--- src/rtl/sosc_pkg.sv ---
// package for the substring occurrence counter
// payload structs, configuration register codes and parameter defaults; no dependencies
`default_nettype none

package sosc_pkg;

    localparam int PATTERN_MAX_DEF = 16;
    localparam int MAX_LENGTH_DEF  = 65535;

    typedef enum logic [1:0] {
        CFG_PAT_LO  = 2'd0,
        CFG_PAT_HI  = 2'd1,
        CFG_PAT_LEN = 2'd2,
        CFG_WANTED  = 2'd3
    } t_cfg_idx;

    typedef struct packed {
        logic [7:0] source_byte;
        logic       last_byte;
    } t_in_item;

    typedef struct packed {
        logic [15:0] match_count;
        logic        wanted_found;
        logic [15:0] wanted_position;
        logic        length_overflow;
    } t_out_item;

endpackage

`default_nettype wire

--- src/rtl/substring_occurrence_counter_top.sv ---
// top level of the substring occurrence counter
// depends on sosc_pkg for payload structs, register codes and parameter defaults
`default_nettype none

// Usage:
//   input channel (i_in_valid / o_in_stall / i_in) carries one source byte per
//   transaction with a last-byte mark. output channel (o_out_valid / i_out_stall /
//   o_out) carries one result per string, produced by the transaction that holds
//   the last byte.
//   configuration channel (i_cfg_valid / o_cfg_ready) writes the pattern words,
//   the pattern length and the wanted occurrence; it is always ready.
//   throughput: one byte per cycle while o_in_stall is low. the window compare, the
//   block counter and the count update all settle combinationally between
//   acceptance and the state and result registers.
//   latency: the result is valid in the cycle after the last byte is accepted.
//   stall: while a result waits under i_out_stall, bytes without the last mark are
//   still accepted; a last byte is held off until the result register frees up.
//   reset (synchronous, active low) clears the window, the counters and the
//   result valid flag and restores the register defaults; no clearing pass is needed.
module substring_occurrence_counter_top #(
    parameter int PATTERN_MAX = sosc_pkg::PATTERN_MAX_DEF,
    parameter int MAX_LENGTH  = sosc_pkg::MAX_LENGTH_DEF
) (
    input  wire logic                i_clk,
    input  wire logic                i_rst_n,
    input  wire logic                i_in_valid,
    output logic                     o_in_stall,
    input  wire sosc_pkg::t_in_item  i_in,
    output logic                     o_out_valid,
    input  wire logic                i_out_stall,
    output sosc_pkg::t_out_item      o_out,
    input  wire logic                i_cfg_valid,
    output logic                     o_cfg_ready,
    input  wire sosc_pkg::t_cfg_idx  i_cfg_index,
    input  wire logic [63:0]         i_cfg_data
);
    import sosc_pkg::*;

    localparam int LW = $clog2(PATTERN_MAX + 1);
    localparam int BW = (PATTERN_MAX > 1) ? $clog2(PATTERN_MAX) : 1;

    logic [63:0]  r_pat_lo;
    logic [63:0]  r_pat_hi;
    logic [4:0]   r_pat_len;
    logic [15:0]  r_wanted;

    logic [7:0]   r_win [PATTERN_MAX];
    logic [15:0]  r_pos;
    logic [15:0]  r_count;
    logic [BW-1:0] r_blk;
    logic         r_found;
    logic [15:0]  r_start;
    logic         r_ovf;
    logic         r_out_valid;
    t_out_item    r_out;

    logic [7:0]   n_win [PATTERN_MAX];
    logic [15:0]  n_pos;
    logic [15:0]  n_count;
    logic [BW-1:0] n_blk;
    logic         n_found;
    logic [15:0]  n_start;
    logic         n_ovf;
    logic         n_out_valid;
    t_out_item    n_out;

    logic [7:0]   w [PATTERN_MAX];
    logic [127:0] pat_all;
    logic [LW-1:0] len;
    logic [BW-1:0] blk_cur;
    logic         hit;
    logic         in_acc;

    assign o_cfg_ready = 1'b1;
    assign o_out_valid = r_out_valid;
    assign o_out       = r_out;
    // only a last byte needs the result register
    assign o_in_stall  = r_out_valid & i_out_stall & i_in.last_byte;
    assign in_acc      = i_in_valid & ~o_in_stall;
    assign pat_all     = {r_pat_hi, r_pat_lo};

    always_ff @(posedge i_clk) begin
        if (!i_rst_n) begin
            r_pat_lo  <= '0;
            r_pat_hi  <= '0;
            r_pat_len <= 5'd1;
            r_wanted  <= 16'd1;
        end else if (i_cfg_valid && o_cfg_ready) begin
            case (i_cfg_index)
                CFG_PAT_LO:  r_pat_lo  <= i_cfg_data;
                CFG_PAT_HI:  r_pat_hi  <= i_cfg_data;
                CFG_PAT_LEN: r_pat_len <= i_cfg_data[4:0];
                CFG_WANTED:  r_wanted  <= i_cfg_data[15:0];
                default: begin
                end
            endcase
        end
    end

    always_comb begin
        // effective length, clamped to 1..PATTERN_MAX
        if (r_pat_len == 5'd0) begin
            len = LW'(1);
        end else if (r_pat_len > 5'(PATTERN_MAX)) begin
            len = LW'(PATTERN_MAX);
        end else begin
            len = LW'(r_pat_len);
        end

        blk_cur = (r_pos == 16'd0) ? BW'(len - LW'(1)) : r_blk;

        // window after the shift, newest byte in slot 0
        w[0] = i_in.source_byte;
        for (int j = 1; j < PATTERN_MAX; j++) begin
            w[j] = r_win[j-1];
        end

        hit = 1'b1;
        for (int k = 0; k < PATTERN_MAX; k++) begin
            if (LW'(k) < len) begin
                if (w[BW'(len - LW'(1) - LW'(k))] != pat_all[8*k +: 8]) begin
                    hit = 1'b0;
                end
            end
        end

        n_win       = r_win;
        n_pos       = r_pos;
        n_count     = r_count;
        n_blk       = r_blk;
        n_found     = r_found;
        n_start     = r_start;
        n_ovf       = r_ovf;
        n_out       = r_out;
        n_out_valid = r_out_valid & i_out_stall;

        if (in_acc) begin
            if (r_pos >= 16'(MAX_LENGTH)) begin
                n_ovf = 1'b1;
            end else begin
                n_win = w;
                if (blk_cur != '0) begin
                    n_blk = blk_cur - BW'(1);
                end else begin
                    n_blk = blk_cur;
                    if (hit) begin
                        if (r_count != 16'hFFFF) begin
                            n_count = r_count + 16'd1;
                            if (r_wanted != 16'd0 && n_count == r_wanted && !r_found) begin
                                n_found = 1'b1;
                                n_start = r_pos - 16'(len - LW'(1));
                            end
                        end
                        n_blk = BW'(len - LW'(1));
                    end
                end
                n_pos = r_pos + 16'd1;
            end

            if (i_in.last_byte) begin
                n_out_valid         = 1'b1;
                n_out.match_count   = n_count;
                n_out.length_overflow = n_ovf;
                if (r_wanted == 16'd0) begin
                    n_out.wanted_found    = 1'b1;
                    n_out.wanted_position = 16'd0;
                end else begin
                    n_out.wanted_found    = n_found;
                    n_out.wanted_position = n_found ? n_start : 16'd0;
                end
                // start the next string from scratch
                for (int j = 0; j < PATTERN_MAX; j++) begin
                    n_win[j] = 8'd0;
                end
                n_pos   = 16'd0;
                n_count = 16'd0;
                n_blk   = BW'(len - LW'(1));
                n_found = 1'b0;
                n_start = 16'd0;
                n_ovf   = 1'b0;
            end
        end
    end

    always_ff @(posedge i_clk) begin
        if (!i_rst_n) begin
            for (int j = 0; j < PATTERN_MAX; j++) begin
                r_win[j] <= 8'd0;
            end
            r_pos       <= '0;
            r_count     <= '0;
            r_blk       <= '0;
            r_found     <= 1'b0;
            r_start     <= '0;
            r_ovf       <= 1'b0;
            r_out_valid <= 1'b0;
        end else begin
            r_win       <= n_win;
            r_pos       <= n_pos;
            r_count     <= n_count;
            r_blk       <= n_blk;
            r_found     <= n_found;
            r_start     <= n_start;
            r_ovf       <= n_ovf;
            r_out_valid <= n_out_valid;
        end
    end

    always_ff @(posedge i_clk) begin
        r_out <= n_out;
    end

`ifndef SYNTHESIS
    a_result_from_last: assert property (@(posedge i_clk) disable iff (!i_rst_n)
        $rose(r_out_valid) |-> $past(in_acc && i_in.last_byte))
        else $error("result appeared without a last byte");

    a_found_has_count: assert property (@(posedge i_clk) disable iff (!i_rst_n)
        r_found |-> (r_count != 16'd0))
        else $error("wanted occurrence marked found with zero count");

    a_pos_bound: assert property (@(posedge i_clk) disable iff (!i_rst_n)
        r_pos <= 16'(MAX_LENGTH))
        else $error("byte position ran past the length bound");

    a_clear_after_last: assert property (@(posedge i_clk) disable iff (!i_rst_n)
        (in_acc && i_in.last_byte) |=> (r_pos == 16'd0 && r_count == 16'd0 && !r_ovf))
        else $error("string state not cleared after last byte");
`endif

endmodule

`default_nettype wire

--- config.mk ---
export PLATFORM = sky130hd
export DESIGN_NAME = substring_occurrence_counter_top
export DESIGN_NICKNAME = d
export VERILOG_FILES = /design/src/rtl/sosc_pkg.sv /design/src/rtl/substring_occurrence_counter_top.sv
export SDC_FILE = /design/constraint.sdc
export NUM_CORES = 1
export LEC_CHECK = 0
export BUFFER_PORTS_ARGS = -buffer_cell sky130_fd_sc_hd__buf_2
export CAP_MARGIN = 20
export CORE_AREA = 10 10 224 226
export CTS_CLUSTER_DIAMETER = 30
export DETAILED_ROUTE_END_ITERATION = 8
export DIE_AREA = 0 0 234 236
export GPL_TIMING_DRIVEN = 0
export PLACE_DENSITY_LB_ADDON = 0.25
export SLEW_MARGIN = 20
export SYNTH_ARGS = -nofsm -noshare
export SYNTH_HDL_FRONTEND = slang
export SYNTH_SLANG_ARGS = --single-unit
--- constraint.sdc ---
create_clock -name i_clk -period 7.65 [get_ports i_clk]
set_input_delay 0.765 -clock i_clk [delete_from_list [all_inputs] [get_ports i_clk]]
set_output_delay 0.765 -clock i_clk [all_outputs]
set_load 0.03 [all_outputs]
==> impl_results.md <==
- Status: finished clean
- Post-DP HPWL: 61970 um
- Min-Delay Endpoint: r_pat_hi[55]
- Antenna cells: 0
- LEAKAGE: 0.009574 uW
- GR Overflow Total: 0
- CP Launch Type: flip-flop
- Largest net degree at the start of global routing: 36
- Initial DRC count: 2181
- Syn-to-layout area delta: 20.58%
- Via count: 19490
- Area share of and/or/nand/nor cells after synthesis: 14.08%
- Top delay family on crit path: simple AND/OR/NAND/NOR gates
- Area of the die: 55220 um2
- Final Net Count: 2499
- Placed cells: 2906
- Die Y: 236 um
- Post-Synth XOR/XNOR Area: 7.655%
- RSZ-0062 raised after global routing: no
- Area taken by multi-input logic gates: 14340 um2
- Core Footprint: 45860 um2
- Synth Area per Inst: 10.36 um2
- Worst-path fanout max: 11
- Endpoints failing hold: 0
- Synthesized-area fraction occupied by adder cells: 1.643%
- Crit path DAT: 7750 ps
- Synth warn: 0
- DRC Markers: 0
- RR Startpoint: r_pat_len[1]
- Starting Density: 49.15%
- Compound-gate portion of the synthesized area: 12.98%
- MaxCap Viol Count: 0
- R2R Path End: o_out[22]
- Max Fclk: 0.1354 GHz
- Post-Syn Area: 22540 um2
- Most common cell after layout, fill and taps aside: nand2_1
- Max-slew violation count: 0
- Min Tclk post-route: 7386 ps
- Most frequent cells in the layout: nand2_1, dfxtp_1, mux4_2, nor2_1, xnor2_1
- Hold WS: 397.2 ps
- VDD IR max: 0.2087 mV
- Synth area leaders: dfxtp_1, mux4_2, xnor2_1
- Routability congestion estimate from global placement: 1.030
- Antenna violations before repair: 1
- All-layer global routing usage: 28.70%
- Placed cell area: 23920 um2
- CP bufs+invs: 8
- Port bufs: 113
- Fraction of registers with async set/reset: 0%
- Final setup vio count: 0
- Post-synthesis mux area share: 26.64%
- Clock Sinks: 358
- #FFs+latches synth: 358
- Slew headroom: 18.11%
- Fillers: 3852
- Worst Tran Pin Value: 1224 ps
- Ratio of cells with drive above 1 in the final layout: 23.96%
- CP endpoint kind: flip-flop
- Overall power: 6457 uW
- Slack of the worst reg-to-reg path: 260 ps
- Final core utilization: 59.26%
- Row cnt: 79
- H-tree lvl count: 3
- Hold_sp: i_cfg_data[55]
- Share of the synthesized area in the top cell type: 28.78%
- Clock buffer depth: 3
- Largest family of logic cells by synthesized area: multiplexers
- Worst Hold Depth: 3
- Final Skew: 34.92 ps
- CTS root buffer: clkbuf_16
- Via density per instance: 6.357
- Post-synth EDFFs: 34
- CTS tree: built
- Synth area leader: dfxtp_1
- Post-synthesis cell count: 2175
- Clk_lat worst skew: 640 ps
- Sequential Area: 7507 um2
- First-pass GRT wire length: 119400 um
- Setup CP Type: reg2reg
- Count of unique library cells instantiated by Yosys: 76
- # IOs: 117
- Main flop type after synthesis: dfxtp_1
- CP max-delay cell: or4_4
- Critical path's largest stage delay: 610 ps
- Pwr per Cell Area: 237.6 nW/um2
- Sequential fraction of the synthesis area: 33.31%
- Layout Cells excl Fill: 3065
- Hold_buf cts: 0
- Average wire per standard cell: 26.07 um
- DRT Pass-1 Iters: 6
- Worst hold path type: in2reg
- Reg2Reg Depth: 25
- CTS clk-pin slew, worst paths: 50 ps
- Final Cell Area: 27180 um2
- Tcrit/Tclk final: 96.55%
- TritonCTS buffer count: 83
- CP Data Required Time: 8010 ps
- ANT nets after route: 0
- Vias in the first global route: 18850
- DIE WIDTH: 234 um
- WL final: 79900 um
## sequential cells by signal, summed over array words and instances, names as in the netlist, 16 cells and up
name and flops:
r_count 16, r_win 120, r_pos 16, r_wanted 16, r_pat_lo 64, o_out 34, r_start 16, r_pat_hi 64
## report_power, final
group	leakage [uW]	switching [uW]	internal (uW)
sequential	0.00294	33.0	1940
clock	0.00149	1200	2650
combinational	0.00515	391	246
total	0.00957	1620	4830
## tightest hold or removal path: stages
cell      delay [ps]
buf_2            100
nand2_1           40
a21boi_0          60
## kinds of logic after synthesis
family | count (synthesis)
AND/OR/NAND/NOR | 699
flip-flops | 358
other | 1
AO/OA/AOI/OAI | 399
XOR/XNOR | 197
adder cells (fa/ha/maj) | 29
buffers and inverters | 205
multiplexers | 287
## worst max-delay path by stage
| stage | from | end | slack, ps | depth (start not counted) |
|---|---|---|---|---|
| after floorplan | r_pat_len[1] | o_out[15] | 790 | 25 |
| after global placement | r_pat_len[1] | o_out[14] | -1990 | 25 |
| after detailed placement | r_pat_len[1] | o_out[13] | -2070 | 25 |
| after CTS | r_pat_len[1] | o_out[13] | 20 | 22 |
| after global routing | r_pat_len[1] | o_out[14] | 20 | 26 |
| final | r_pat_len[1] | o_out[22] | 260 | 25 |
## synthesized netlist by cell type, drive strengths merged, types with 6 or more instances
master,count
dfxtp,324
o21ai,20
nand3,38
inv,20
and4,6
nand4,37
a21oi,32
xnor2,163
a22o,14
a31oi,6
and3,15
nand2,329
nor2,166
a211oi,7
edfxtp,34
clkbuf,136
a21o,10
a21boi,144
buf,48
xor2,34
a22oi,122
nor4,15
mux4,250
mux2i,34
nor2b,40
ha,28
o311ai,9
nor3,14
nand2b,16
## cell type report
type	count	share of cell area, %
multi-input cells	1622	52.74
flip-flops and latches	358	27.62
clock buffers	99	8.277
clock inverters	54	3.084
plain buffers	183	2.882
well taps	607	2.794
repair buffers	121	2.302
inverters	21	0.2992
## layer usage
layer	vias to the layer above	share of wire, %	track usage, %	wire [um]
li1	8550	-	-	-
met1	9726	40	37.85	31820
met2	1038	46	43.78	36360
met3	169	11	8.234	8800
met4	2	3.6	11.07	2898
met5	-	0.016	0	13
## metrics by stage
stage | setup WS [ps] | setup TNS (ps)
6_report | 263.6 | 0
5_1_grt | 19.98 | 0
4_1_cts | 19.86 | 0
3_5_place_dp | -2068 | -128500
3_3_place_gp | -1993 | -122960
2_1_floorplan | 788.7 | 0
## repair_timing
action | 4_1_cts | 5_1_grt
gates resized for setup | 20 | 30
setup buffers | 4 | 3
pin swaps | 2 | 1
endpoints found under the setup margin | 70 | 64
No activity file was read; power rests on OpenSTA's default activity.
